[config.mk]
export PLATFORM = sky130hd
export DESIGN_NAME = gated_glide_sample_hold_flat
export DESIGN_NICKNAME = d
export VERILOG_FILES = /design/src/sv/ggsh_pkg.sv /design/src/sv/ggsh_if.sv /design/src/sv/gated_glide_sample_hold.sv /design/src/sv/ggsh_mul.sv /design/src/sv/ggsh_div.sv /design/src/flat_wrapper.sv
export SDC_FILE = /design/constraint.sdc
export NUM_CORES = 2
export LEC_CHECK = 0
export BUFFER_PORTS_ARGS = -buffer_cell sky130_fd_sc_hd__buf_2
export CORE_ASPECT_RATIO = 0.5
export CORE_MARGIN = 2
export CORE_UTILIZATION = 55
export CTS_BUF_LIST = sky130_fd_sc_hd__clkbuf_16
export DETAILED_ROUTE_END_ITERATION = 12
export PLACE_DENSITY = 0.71
export SLEW_MARGIN = 10
export SYNTH_ARGS = -nofsm -noshare
export SYNTH_HDL_FRONTEND = slang
export SYNTH_SLANG_ARGS = --single-unit
[constraint.sdc]
create_clock -name clock -period 12.75 [get_ports clock]
set_input_delay 2.55 -clock clock [delete_from_list [all_inputs] [get_ports clock]]
set_output_delay 2.55 -clock clock [all_outputs]
set_load 0.05 [all_outputs]
[src/sv/ggsh_pkg.sv]
// ============================================================================
// ggsh_pkg
// Shared widths, constants and the control struct for the gated glide
// sample-and-hold block.
// ============================================================================
package ggsh_pkg;

   localparam int VALUE_W      = 32;
   localparam int RATE_W       = 18;
   localparam int SECS_W       = 32;
   localparam int T_W          = 17;   // Q1.16
   localparam int T_FRAC       = 16;
   localparam int DEF_VALUE_FRAC_BITS = 16;
   localparam int DEF_FRAME_BITS      = 32;
   localparam logic [RATE_W-1:0] RATE_RESET = RATE_W'(44100);
   localparam logic [T_W-1:0]    T_ONE      = T_W'(65536);

   // Serial multiplier handshake
   typedef struct packed {
      logic start;
   } mul_ctl_type;

endpackage

[src/sv/ggsh_if.sv]
// ============================================================================
// ggsh_req_if / ggsh_rsp_if
// Valid/ready channels for sample beats and result beats.
// ============================================================================
interface ggsh_req_if;
   logic                            valid;
   logic                            ready;
   logic signed [ggsh_pkg::VALUE_W-1:0] sample_value;
   logic                            gate_high;
   logic [ggsh_pkg::SECS_W-1:0]     glide_seconds;
   modport source (output valid, sample_value, gate_high, glide_seconds, input ready);
   modport sink   (input valid, sample_value, gate_high, glide_seconds, output ready);
endinterface

interface ggsh_rsp_if;
   logic                            valid;
   logic                            ready;
   logic signed [ggsh_pkg::VALUE_W-1:0] linear_out;
   logic signed [ggsh_pkg::VALUE_W-1:0] smooth_out;
   modport source (output valid, linear_out, smooth_out, input ready);
   modport sink   (input valid, linear_out, smooth_out, output ready);
endinterface

[src/sv/gated_glide_sample_hold.sv]
// ============================================================================
// gated_glide_sample_hold
// Sample and hold with portamento glide: linear and eased outputs.
// ============================================================================
// Channel  Dir  Handshake      Payload
// req      in   valid/ready    sample_value, gate_high, glide_seconds
// rsp      out  valid/ready    linear_out, smooth_out
// csr      in   write enable   sample_rate_hz (18 bits)
//
// One beat at a time, the next accept only after the result is taken: an
// 18-step serial multiply for the glide length, 16 divide steps, then nine
// 34-step serial multiplies (five for the easing curve, four for the two
// blends); each unit is started by a registered strobe and flags done.
// Reset is synchronous; it clears control state and the glide state.
// req_ready stays low from acceptance until the result beat has been taken.
// ============================================================================
module gated_glide_sample_hold #(
   parameter int VALUE_FRAC_BITS = ggsh_pkg::DEF_VALUE_FRAC_BITS,
   parameter int FRAME_BITS      = ggsh_pkg::DEF_FRAME_BITS
) (
   input  logic                           clock,
   input  logic                           reset,
   ggsh_req_if.sink                       req,
   ggsh_rsp_if.source                     rsp,
   input  logic                           csr_write_enable,
   input  logic [ggsh_pkg::RATE_W-1:0]    csr_write_data
);
   localparam int L_W = ggsh_pkg::SECS_W + ggsh_pkg::RATE_W;       // 50
   localparam int N_W = (FRAME_BITS + 16 > L_W) ? FRAME_BITS + 16 : L_W;
   localparam int M_W = 34;  // serial operand width for blends/easing
   localparam int P_W = 2 * M_W;
   localparam logic [FRAME_BITS-1:0] FRAME_MAX = '1;

   localparam logic [3:0] S_IDLE = 4'd0, S_LEN = 4'd1, S_DIV = 4'd2,
      S_T2 = 4'd3, S_A1 = 4'd4, S_A2 = 4'd5, S_T4 = 4'd6, S_T5 = 4'd7,
      S_BL = 4'd8, S_OUT = 4'd9;

   logic [3:0] st_ff, st_in;
   logic [3:0] sub_ff, sub_in;    // blend step: 0..3
   logic go_ff, go_in;
   logic [ggsh_pkg::RATE_W-1:0] rate_ff;
   logic prev_gate_ff;
   logic signed [31:0] tgt_ff, start_ff, last_ff;
   logic [FRAME_BITS-1:0] frame_ff;
   logic [31:0] secs_ff;
   logic [L_W-1:0] len_ff;
   logic [16:0] t_ff, t2_ff, t4_ff, e_ff;
   logic [18:0] a_ff;
   logic signed [P_W:0] s_ff;
   logic signed [31:0] lin_ff, smo_ff;
   logic rsp_valid_ff;

   ggsh_pkg::mul_ctl_type mctl;
   logic [M_W-1:0] ma, mb;
   logic [2*M_W-1:0] mp;
   logic mdone;
   logic dstart, ddone;
   logic [15:0] dq;
   logic [N_W-1:0] num;
   logic [N_W-1:0] div_num;
   logic [N_W-1:0] len_w;
   logic [L_W-1:0] len_clip;
   logic num_lt;
   logic [16:0] rnd;
   logic [17:0] e_sum;
   logic [32:0] sa, sb;   // magnitudes for blend
   logic        sneg;
   logic signed [P_W:0] s_term;
   logic signed [P_W:0] s_fin;
   logic signed [31:0] blend_q;
   logic [16:0] w_cur;

   // serial multipliers: one for the glide length, one for easing and blends
   logic [L_W-1:0] lp;
   logic ldone;
   ggsh_pkg::mul_ctl_type lctl;
   ggsh_mul #(.A_W(32), .B_W(ggsh_pkg::RATE_W)) u_len (
      .clock, .reset, .ctl(lctl), .a(secs_ff), .b(rate_ff), .prod(lp), .done(ldone));
   ggsh_mul #(.A_W(M_W), .B_W(M_W)) u_mul (
      .clock, .reset, .ctl(mctl), .a(ma), .b(mb), .prod(mp), .done(mdone));
   ggsh_div #(.L_W(N_W)) u_div (
      .clock, .reset, .start(dstart), .num(div_num), .len(len_w), .quot(dq),
      .done(ddone));

   assign num    = N_W'(frame_ff) << 16;
   assign len_w  = N_W'(len_ff);
   assign num_lt = num < len_w;
   // feed zero once the glide is complete; the quotient is not used then
   assign div_num = num_lt ? num : '0;
   assign len_clip = (lp < L_W'(65536)) ? L_W'(65536) : lp;
   assign rnd    = 17'((mp + (2*M_W)'(32768)) >> 16);
   assign e_sum  = 18'(a_ff) + 18'(rnd);
   assign w_cur  = (sub_ff[1]) ? e_ff : t_ff;

   // blend operand: sub 0 -> start*(1-w), sub 1 -> target*w
   always_comb begin
      if (sub_ff[0]) begin
         sneg = tgt_ff[31];
         sa   = sneg ? 33'(-{tgt_ff[31], tgt_ff}) : 33'({1'b0, tgt_ff});
         sb   = 33'(w_cur);
      end else begin
         sneg = start_ff[31];
         sa   = sneg ? 33'(-{start_ff[31], start_ff}) : 33'({1'b0, start_ff});
         sb   = 33'(ggsh_pkg::T_ONE - w_cur);
      end
   end
   assign s_term  = sneg ? -$signed({1'b0, mp}) : $signed({1'b0, mp});
   assign s_fin   = s_ff + s_term + (P_W+1)'(32768);
   assign blend_q = 32'(s_fin >>> 16);

   // operands and start strobes for the serial units
   always_comb begin
      ma = '0; mb = '0; mctl.start = 1'b0; lctl.start = 1'b0; dstart = 1'b0;
      case (st_ff)
         S_T2: begin ma = M_W'(t_ff);  mb = M_W'(t_ff); end
         S_A1: begin ma = M_W'(t2_ff); mb = M_W'(5); end
         S_A2: begin ma = M_W'(a_ff);  mb = M_W'(ggsh_pkg::T_ONE - t_ff); end
         S_T4: begin ma = M_W'(t2_ff); mb = M_W'(t2_ff); end
         S_T5: begin ma = M_W'(t4_ff); mb = M_W'(t_ff); end
         S_BL: begin ma = M_W'(sa);    mb = M_W'(sb); end
         default: ;
      endcase
      if (go_ff && st_ff == S_LEN) lctl.start = 1'b1;
      if (go_ff && st_ff == S_DIV) dstart = 1'b1;
      if (go_ff && st_ff >= S_T2 && st_ff <= S_BL) mctl.start = 1'b1;
   end

   // sequencer: advance one unit at a time
   always_comb begin
      st_in = st_ff; sub_in = sub_ff;
      case (st_ff)
         S_IDLE: if (req.valid) st_in = S_LEN;
         S_LEN:  if (ldone) st_in = S_DIV;
         S_DIV:  if (ddone) st_in = S_T2;
         S_T2:   if (mdone) st_in = S_A1;
         S_A1:   if (mdone) st_in = S_A2;
         S_A2:   if (mdone) st_in = S_T4;
         S_T4:   if (mdone) st_in = S_T5;
         S_T5:   if (mdone) begin st_in = S_BL; sub_in = '0; end
         S_BL:   if (mdone) begin
            sub_in = sub_ff + 1'b1;
            if (sub_ff == 4'd3) st_in = S_OUT;
         end
         S_OUT:  if (rsp.ready) st_in = S_IDLE;
         default: st_in = S_IDLE;
      endcase
   end

   // registered start strobe, high as each unit's step begins, with operands selected by that step
   assign go_in = (st_in != st_ff && st_in >= S_LEN && st_in <= S_BL) ||
                  (st_ff == S_BL && mdone && st_in == S_BL);

   always_ff @(posedge clock) begin
      if (reset) begin
         st_ff <= S_IDLE;
         sub_ff <= '0;
         go_ff <= 1'b0;
         rate_ff <= ggsh_pkg::RATE_RESET;
         prev_gate_ff <= 1'b0;
         tgt_ff <= '0; start_ff <= '0; last_ff <= '0;
         frame_ff <= '0;
      end else begin
         st_ff <= st_in;
         sub_ff <= sub_in;
         go_ff <= go_in;
         if (csr_write_enable) rate_ff <= csr_write_data;
         // capture on rising gate
         if (st_ff == S_IDLE && req.valid) begin
            prev_gate_ff <= req.gate_high;
            if (!prev_gate_ff && req.gate_high) begin
               tgt_ff <= req.sample_value;
               start_ff <= last_ff;
               frame_ff <= '0;
            end
         end
         // linear result done: save it, advance counter
         if (st_ff == S_BL && mdone && sub_ff == 4'd1) begin
            last_ff <= blend_q;
            if (num_lt && frame_ff != FRAME_MAX) frame_ff <= frame_ff + 1'b1;
         end
      end
      if (st_ff == S_IDLE && req.valid) secs_ff <= req.glide_seconds;
      if (st_ff == S_LEN && ldone) len_ff <= len_clip;
      if (ddone) t_ff <= num_lt ? {1'b0, dq} : ggsh_pkg::T_ONE;
      if (st_ff == S_T2 && mdone) t2_ff <= rnd;
      if (st_ff == S_A1 && mdone) a_ff <= 19'(mp);
      if (st_ff == S_A2 && mdone) a_ff <= 19'(rnd);
      if (st_ff == S_T4 && mdone) t4_ff <= rnd;
      if (st_ff == S_T5 && mdone)
         e_ff <= (e_sum > 18'(ggsh_pkg::T_ONE)) ? ggsh_pkg::T_ONE : 17'(e_sum);
      if (st_ff == S_BL && mdone) begin
         if (sub_ff[0]) begin
            s_ff <= '0;
            if (sub_ff[1]) smo_ff <= blend_q; else lin_ff <= blend_q;
         end else begin
            s_ff <= s_term;
         end
      end
   end

   // t only needs the divider when num < len; the divide still runs otherwise
   assign rsp_valid_ff = (st_ff == S_OUT);
   assign req.ready    = (st_ff == S_IDLE);
   assign rsp.valid    = rsp_valid_ff;
   assign rsp.linear_out = lin_ff;
   assign rsp.smooth_out = smo_ff;

   one_unit_a: assert property (@(posedge clock) disable iff (reset)
      !(req.ready && rsp.valid)) else $error("accept while result pending");
   e_range_a: assert property (@(posedge clock) disable iff (reset)
      st_ff == S_BL |-> e_ff <= ggsh_pkg::T_ONE) else $error("ease out of range");
   len_min_a: assert property (@(posedge clock) disable iff (reset)
      st_ff == S_DIV |-> len_ff >= L_W'(65536)) else $error("glide length below one");
   accept_go_a: assert property (@(posedge clock) disable iff (reset)
      (req.valid && req.ready) |=> st_ff == S_LEN) else $error("accept lost");

   logic unused_frac;
   assign unused_frac = (VALUE_FRAC_BITS > 0);

endmodule

[src/sv/ggsh_mul.sv]
// ============================================================================
// ggsh_mul
// Shift-add unsigned multiplier, one multiplier bit per cycle.
// ============================================================================
module ggsh_mul #(
   parameter int A_W = 32,
   parameter int B_W = 32
) (
   input  logic                 clock,
   input  logic                 reset,
   input  ggsh_pkg::mul_ctl_type ctl,
   input  logic [A_W-1:0]       a,
   input  logic [B_W-1:0]       b,
   output logic [A_W+B_W-1:0]   prod,
   output logic                 done
);
   localparam int CNT_W = $clog2(B_W + 1);

   logic [A_W+B_W-1:0] acc_ff, acc_in;
   logic [B_W-1:0]     b_ff, b_in;
   logic [A_W+B_W-1:0] a_ff, a_in;
   logic [CNT_W-1:0]   cnt_ff, cnt_in;
   logic               busy_ff, busy_in;
   logic               done_ff, done_in;

   // Add the shifted multiplicand for each set bit, LSB first
   always_comb begin
      acc_in  = acc_ff;
      b_in    = b_ff;
      a_in    = a_ff;
      cnt_in  = cnt_ff;
      busy_in = busy_ff;
      if (ctl.start) begin
         acc_in  = '0;
         a_in    = (A_W+B_W)'(a);
         b_in    = b;
         cnt_in  = CNT_W'(B_W);
         busy_in = 1'b1;
      end else if (busy_ff) begin
         if (b_ff[0]) acc_in = acc_ff + a_ff;
         a_in   = a_ff << 1;
         b_in   = b_ff >> 1;
         cnt_in = cnt_ff - 1'b1;
         if (cnt_ff == CNT_W'(1)) busy_in = 1'b0;
      end
   end

   // Flag the product once the last partial sum has landed
   assign done_in = busy_ff && (cnt_ff == CNT_W'(1)) && !ctl.start;

   always_ff @(posedge clock) begin
      if (reset) begin
         busy_ff <= 1'b0;
         cnt_ff  <= '0;
         done_ff <= 1'b0;
      end else begin
         busy_ff <= busy_in;
         cnt_ff  <= cnt_in;
         done_ff <= done_in;
      end
      acc_ff <= acc_in;
      a_ff   <= a_in;
      b_ff   <= b_in;
   end

   assign prod = acc_ff;
   assign done = done_ff;

   cnt_range_a: assert property (@(posedge clock) disable iff (reset)
      busy_ff |-> cnt_ff != '0) else $error("mul count underflow");
   start_load_a: assert property (@(posedge clock) disable iff (reset)
      ctl.start |=> busy_ff) else $error("mul did not start");
   done_idle_a: assert property (@(posedge clock) disable iff (reset)
      done |-> !busy_ff) else $error("mul busy at done");

endmodule

[src/sv/ggsh_div.sv]
// ============================================================================
// ggsh_div
// Restoring divider for t = floor(num * 2^16 / len), one quotient bit a cycle.
// ============================================================================
module ggsh_div #(
   parameter int L_W = 50
) (
   input  logic            clock,
   input  logic            reset,
   input  logic            start,
   input  logic [L_W-1:0]  num,
   input  logic [L_W-1:0]  len,
   output logic [15:0]     quot,
   output logic            done
);
   logic [L_W:0]   r_ff, r_in;
   logic [L_W-1:0] d_ff, d_in;
   logic [15:0]    q_ff, q_in;
   logic [4:0]     cnt_ff, cnt_in;
   logic           busy_ff, busy_in;
   logic           done_ff, done_in;
   logic [L_W:0]   r_sh;

   // Shift remainder, subtract when it fits
   always_comb begin
      r_in = r_ff; d_in = d_ff; q_in = q_ff; cnt_in = cnt_ff; busy_in = busy_ff;
      r_sh = r_ff << 1;
      if (start) begin
         r_in = (L_W+1)'(num); d_in = len; q_in = '0;
         cnt_in = 5'd16; busy_in = 1'b1;
      end else if (busy_ff) begin
         if (r_sh >= (L_W+1)'(d_ff)) begin
            r_in = r_sh - (L_W+1)'(d_ff);
            q_in = {q_ff[14:0], 1'b1};
         end else begin
            r_in = r_sh;
            q_in = {q_ff[14:0], 1'b0};
         end
         cnt_in = cnt_ff - 1'b1;
         if (cnt_ff == 5'd1) busy_in = 1'b0;
      end
   end

   // Flag the quotient once the last bit has landed
   assign done_in = busy_ff && (cnt_ff == 5'd1) && !start;

   always_ff @(posedge clock) begin
      if (reset) begin
         busy_ff <= 1'b0;
         cnt_ff  <= '0;
         done_ff <= 1'b0;
      end else begin
         busy_ff <= busy_in;
         cnt_ff  <= cnt_in;
         done_ff <= done_in;
      end
      r_ff <= r_in;
      d_ff <= d_in;
      q_ff <= q_in;
   end

   assign quot = q_ff;
   assign done = done_ff;

   div_cnt_a: assert property (@(posedge clock) disable iff (reset)
      busy_ff |-> cnt_ff != '0) else $error("div count underflow");
   div_rem_a: assert property (@(posedge clock) disable iff (reset)
      (busy_ff && cnt_ff != 5'd16) |-> r_ff < (L_W+1)'(d_ff)) else $error("div rem");
   div_start_a: assert property (@(posedge clock) disable iff (reset)
      start |=> busy_ff) else $error("div did not start");

endmodule

[src/flat_wrapper.sv]
// flat-port wrapper written by rule: the top's interface ports become plain ports
module gated_glide_sample_hold_flat 
#(
   parameter int VALUE_FRAC_BITS = ggsh_pkg::DEF_VALUE_FRAC_BITS,
   parameter int FRAME_BITS      = ggsh_pkg::DEF_FRAME_BITS
)
  (clock, reset, csr_write_enable, csr_write_data, req_valid, req_sample_value, req_gate_high, req_glide_seconds, req_ready, rsp_valid, rsp_linear_out, rsp_smooth_out, rsp_ready);
  ggsh_req_if req_i ();
  ggsh_rsp_if rsp_i ();
  input  logic clock;
  input  logic reset;
  input  logic csr_write_enable;
  input  logic [ggsh_pkg::RATE_W-1:0] csr_write_data;
  input wire logic [$bits(req_i.valid)-1:0] req_valid;
  input wire logic [$bits(req_i.sample_value)-1:0] req_sample_value;
  input wire logic [$bits(req_i.gate_high)-1:0] req_gate_high;
  input wire logic [$bits(req_i.glide_seconds)-1:0] req_glide_seconds;
  output wire logic [$bits(req_i.ready)-1:0] req_ready;
  output wire logic [$bits(rsp_i.valid)-1:0] rsp_valid;
  output wire logic [$bits(rsp_i.linear_out)-1:0] rsp_linear_out;
  output wire logic [$bits(rsp_i.smooth_out)-1:0] rsp_smooth_out;
  input wire logic [$bits(rsp_i.ready)-1:0] rsp_ready;
  assign req_i.valid = req_valid;
  assign req_i.sample_value = req_sample_value;
  assign req_i.gate_high = req_gate_high;
  assign req_i.glide_seconds = req_glide_seconds;
  assign req_ready = req_i.ready;
  assign rsp_valid = rsp_i.valid;
  assign rsp_linear_out = rsp_i.linear_out;
  assign rsp_smooth_out = rsp_i.smooth_out;
  assign rsp_i.ready = rsp_ready;
  gated_glide_sample_hold #(.VALUE_FRAC_BITS(VALUE_FRAC_BITS), .FRAME_BITS(FRAME_BITS)) u_core (.clock(clock), .reset(reset), .req(req_i), .rsp(rsp_i), .csr_write_enable(csr_write_enable), .csr_write_data(csr_write_data));
endmodule
---- Word level (Yosys, flattened, before mapping) ----
Index checks and enable logic that the tools add are counted.
word-level totals
  output and inout port bits .............. 66
  register bits ........................... 863
cells by class
  reductions and logical operators ........ 46
  $lt $le $gt $ge ......................... 8
  bitwise gates (word level) .............. 1
  eq/ne operators ......................... 19
  add/subtract/negate cells ............... 17
  multiplexer cells ....................... 62
operators by type and width
  cell                                                  count
  2-to-1 mux 32 bit                                     6
  one-hot mux 34 bit (5 select lines)                   1
  one-hot mux 33 bit (5 select lines)                   1
  2-to-1 mux 50 bit                                     3
  2-to-1 mux 34 bit                                     4
  2-to-1 mux 33 bit                                     4
  2-to-1 mux 48 bit                                     2
  adder 68 bit                                          1
  2-to-1 mux 17 bit                                     4
  negator 33 bit                                        2
  2-to-1 mux 4 bit                                      13
  greater-or-equal comparator 51 x 50 -> 1 bit          1
  adder 50 bit                                          1
  < comparator 48 x 50 -> 1 bit                         1
  < comparator 50 x 17 -> 1 bit, second input constant  1
  subtractor 50 bit                                     1
  adder 48 x 17 -> 48 bit, second input constant        1
  adder 48 bit                                          1
  negator 48 bit                                        1
  one-hot mux 4 bit (10 select lines)                   1
  2-to-1 mux 18 bit                                     2
  subtractor 17 x 17 -> 18 bit, first input constant    2
  adder 33 x 16 -> 33 bit, second input constant        1
  adder 32 x 1 -> 32 bit, second input constant         1
  30 further kinds                                      97

---- Depth between registers and ports, before layout ----
  depth in word-level cells ............... 8
  mapped depth ............................ 21
  gate-level depth less buffers ........... 21

---- Cells and area by module ----
A second synthesis with hierarchy kept.
unflattened totals
  cells, all modules ...................... 5389
  area, all modules ....................... 51212.9 µm²
modules (own cells, without submodules)
  module                    area an instance (µm²)  times used  cells each
  gated_glide_sample_hold   25076.6                 1           2599
  ggsh_mul at u_core.u_mul  10701.5                 1           1171
  ggsh_div                  7895.1                  1           821
  ggsh_mul at u_core.u_len  7539.7                  1           798

---- Worst setup path after synthesis ----
Ideal clock, no wire load.
  path type ............................... reg-to-reg
  start ................................... reg u_core.u_mul.acc_ff[1] (netlist: u_core.u_mul.prod[1])
  end ..................................... reg u_core.lin_ff[29] (netlist: u_core.rsp.linear_out[29]), data pin
  period minus slack after synthesis ...... 5.051 ns
  path slack .............................. 7.699 ns
  arrival ................................. 4.787 ns
  cell stages (with the launch flop) ...... 21
  cells stage by stage .................... dfxtp_1 -> inv_1 -> ha_1 -> nand4b_1 -> nor4_1 -> and3_1 -> nand2_1 -> o41ai_1 -> xnor2_1 -> ha_1 -> ha_1 -> a21o_1 -> a21o_1 -> a21o_1 -> or4_1 -> a211oi_1 -> nor4_1 -> a311oi_1 -> o21ai_1 -> a21oi_1 -> xnor2_1
between the ends
  longest elaborated chain between the ends .. 4
ends and longest elaborated chain
  item                      line                            source
  start: declaration        ggsh_mul.sv:19                  logic [A_W+B_W-1:0] acc_ff, acc_in;
  start signal: assignment  ggsh_mul.sv:61                  acc_ff <= acc_in;
  negator 48 bit            gated_glide_sample_hold.sv:107  assign s_term = sneg ? -$signed({1'b0, mp}) : $signed({1'b0, mp});
  2-to-1 mux 48 bit         gated_glide_sample_hold.sv:107
  via u_core.s_term[26]     gated_glide_sample_hold.sv:68   logic signed [P_W:0] s_term;
  adder 48 bit              gated_glide_sample_hold.sv:108  assign s_fin = s_ff + s_term + (P_W+1)'(32768);
  adder 48 x 17 -> 48 bit   gated_glide_sample_hold.sv:108
  via u_core.s_fin[45]      gated_glide_sample_hold.sv:69   logic signed [P_W:0] s_fin;
  end signal: assignment    gated_glide_sample_hold.sv:194  if (sub_ff[1]) smo_ff <= blend_q; else lin_ff <= blend_q;
  end: declaration          gated_glide_sample_hold.sv:50   logic signed [31:0] lin_ff, smo_ff;
The timed path passes the listed nets, and every way through them passes these cells.
A chain may end at the register's enable or synchronous reset.

---- Worst setup path in the final report ----
  start ................................... reg u_core.sub_ff[0]
  end ..................................... reg u_core.smo_ff[29] (netlist: u_core.rsp.smooth_out[29]), data pin
between the ends
  longest elaborated chain between the ends .. 4
ends and longest elaborated chain
  item                      line                            source
  start: declaration        gated_glide_sample_hold.sv:39   logic [3:0] sub_ff, sub_in;
  start signal: assignment  gated_glide_sample_hold.sv:164  sub_ff <= sub_in;
  2-to-1 mux 1 bit          gated_glide_sample_hold.sv:97   if (sub_ff[0]) begin
  2-to-1 mux 48 bit         gated_glide_sample_hold.sv:107
  via u_core.s_term[11]     gated_glide_sample_hold.sv:68
  adder 48 bit              gated_glide_sample_hold.sv:108
  adder 48 x 17 -> 48 bit   gated_glide_sample_hold.sv:108
  via u_core.s_fin[45]      gated_glide_sample_hold.sv:69
  end signal: assignment    gated_glide_sample_hold.sv:194
  end: declaration          gated_glide_sample_hold.sv:50
The timed path passes the listed nets, and every way through them passes these cells.

==> out/metrics.csv <==
metric,value,unit
coreArea,0.0857,mm²
startpoint_type,flop,
synth_seq_area_share,45.3,%
vias,38200,
num_rows,76,
cellPowerDensity,123,mW/mm²
slowest_delay,0.80,ns
cap_violations,0,
fin_skew,0.0255,ns
status,"complete, no violations",
grt_pass1_wl,204,mm
start_util,55.3,%
peakVddDrop,0.113,mV
worstMarginPinSlew,1.16,ns
timing.fmax,142,MHz
wl,131,mm
io_buffers,153,
crit_buf_inv,2,
synth-main-ff-cell,edfxtp_1,
synth_compound_area_share,16.8,%
clkLatencyLatePin,0.69,ns
grt_max_degree,91,
synth_cell_types,83,
critical_path.cell_chain,buf_4 > nand2_1 > nand2_1 > o21ai_0 > xnor2_1 > ha_1 > ha_1 > nand4_1 > o21bai_1 > a211oi_1 > nand3_1 > a211oi_1 > nor4_1 > buf_4 > a311oi_1 > o21ai_1 > a21oi_1 > xnor2_1,
period_share,55.4,%
syn-num-nets,5482,
cts_buffer_depth,3,
die_h,211,µm
synth_mux_area_share,2.68,%
rsz0062_at_grt,no,
drive_gt1_share,7.84,%
synth_edf_count,497,
min-delay-path-class,flop to flop,
finalSetupViolations,0,
cp-end-kind,flop,
fin_ws,5.68,ns
cp_max_fo,71,
avgViaCountPerCell,6.05,
numCtsBuffers,77,
hold_buffers,0,
cts_tree,yes,
layout_common_cells,"771 x nand2_1, 497 x edfxtp_1, 461 x a21oi_1, 342 x nor2_1, 325 x dfxtp_1",
syn_area,0.0474,mm²
synth_top_family_by_area,simple AND/OR/NAND/NOR gates,
r2r_start,u_core.sub_ff[0]$_SDFFE_PP0P_,
cts_resized,0,
grt_use_total,29.2,%
async_reset_ff_share,0,%
yosysTopAreaCellShare,31.5,%
grt_pass1_vias,35700,
synthAdderAreaFrac,8.15,%
cts-root-buf,clkbuf_16,
final_nets,5468,
drtAntennaViolNets,0,
dp_hpwl,95.6,mm
synthTopCellsByArea,"edfxtp_1 32%, dfxtp_1 14%, ha_1 8.0%",
yosysTopAreaCell,edfxtp_1,
yosys.area_share.simple,17.2,%
grt_overflow,0,
power,6.32,mW
route.detailed.wl_per_inst,20.8,µm
dr.pass1.iters,7,
finalCriticalPeriod,7.07,ns
startpoint,u_core.sub_ff[0]$_SDFFE_PP0P_,
synth_seq_cells,823,
io_pins,154,
syn_to_final_growth,8.77,%
cts_setup_buffers,0,
hold_viol,0,
htreeDepth,3,
synth_xor_area_share,6.01,%
criticalPathCategory,flop to flop,
maxSlewViolCount,0,
clock_sinks,823,
place_ws,5.82,ns
final_common_cell,nand2_1,
holdCritStartpoint,u_core.len_ff[36]$_SDFFCE_PN0P_,
synth.avg_cell_area,9.31,µm²
required,13.17,ns
crit_family,compound AO/OA/AOI/OAI gates,
die_w,419,µm
tns,0,ns
path_clk_slew,0.07,ns
die_area,0.0886,mm²
antenna_found_initial,0,
slowest_stage,dfxtp_4,
slew_headroom,22.6,%
syn-instance-count,5088,
gp_congestion,0.973,
p_leak,20.7,nW
drt_iter0_markers,3665,
crit_arrival,7.48,ns
drc_errors,0,
yosysWarnings,0,
==> report_power, final <==
part / switching (mW) / internal (mW)
clock: 1.09 / 1.29
combinational: 0.565 / 0.366
sequential: 0.0990 / 2.91
==> cells in the mapped netlist, types with 10 or more instances <==
library cell,instances
a41oi_1,13
a22oi_1,27
nand3_1,136
mux2_2,14
nor3_1,87
or3_1,32
and3_1,40
inv_1,182
nor2b_1,84
a21boi_0,12
nand4_1,59
a221oi_1,21
and4_1,10
edfxtp_1,497
ha_1,302
nor4_1,45
a21oi_1,461
a31oi_1,61
o31ai_1,42
a2111oi_0,10
o41ai_1,13
o21ai_0,224
dfxtp_1,326
buf_1,27
and2_1,40
nand2b_1,28
a22o_1,27
xor2_1,145
clkbuf_1,274
nand3b_1,12
or2_2,11
a31o_2,11
o21bai_1,35
mux2i_1,111
xnor2_1,180
o211ai_1,32
nor4b_1,12
nand2_1,771
a21o_1,141
nor2_1,343
o21a_1,22
a211oi_1,35
or4_1,19
==> worst reg2reg max path: cells and delay by family, from the launching register on <==
kind            cells  cell delay (ns)
compound gates      7             2.49
xor+xnor            2             0.40
fa+ha+maj           2             0.61
buf+inv             2             0.95
flops               1             0.80
simple gates        5             1.55
==> sequential cells by signal (all words and copies together) (netlist names), 34 cells and up <==
register,cells
u_core.u_div.d_ff,50
u_core.u_mul.a_ff,48
u_core.u_len.prod,50
u_core.u_mul.prod,48
u_core.u_div.r_ff,50
u_core.u_mul.b_ff,34
u_core.len_ff,50
u_core.s_ff,48
u_core.u_len.a_ff,50
==> through the flow <==
stage	util, %	hold slack, ns	cell area (µm²)	std cells
finish	60.1	0.449	51500	6311
global route	60.1	0.461	51500	6309
CTS	60.1	0.450	51500	6309
detailed placement	57.1	0.433	49000	6165
global placement	57.1	0.426	49000	6165
floorplan	-	0.418	47400	5088
==> layer usage <==
| metal | part of all wire (%) | wire, µm | track usage [%] |
|---|---|---|---|
| met1 | 47 | 61400 | 43.4 |
| met2 | 44 | 57300 | 44.3 |
| met3 | 7.3 | 9650 | 4.92 |
| met4 | 2.3 | 3010 | 7.37 |
| met5 | 0 | 0 | 0 |
==> cell type report <==
cell class / instances / area [µm²]
sequential: 823 / 21500
clock buffer: 81 / 2030
multi-input combinational: 3779 / 24200
timing repair buffer: 211 / 1200
clock inverter: 63 / 520
tap: 1170 / 1460
fill: 7323 / 34200
inverter: 182 / 684
antenna: 2 / 5.00
==> logic make-up after synthesis <==
kind of cell	Yosys count
and+or+nand+nor	1759
AOI/OAI and AO/OA	1264
DFF	823
buffers and inverters	486
xor gates and xnor gates	325
adders and majority gates	306
muxes	125
==> path summary, 6_finish.rpt <==
path / to / slack (ns) / depth (start not counted)
worst max-delay path: u_core.rsp.smooth_out[29]$_DFFE_PP_ / 5.68 / 18
worst min register to register: u_core.u_div.d_ff[36]$_DFFE_PP_ / 0.45 / 0
worst min-delay path: u_core.u_div.d_ff[36]$_DFFE_PP_ / 0.45 / 0
worst max register to register: u_core.rsp.smooth_out[29]$_DFFE_PP_ / 5.68 / 18
Note: power is estimated with default switching activity, not from simulation.
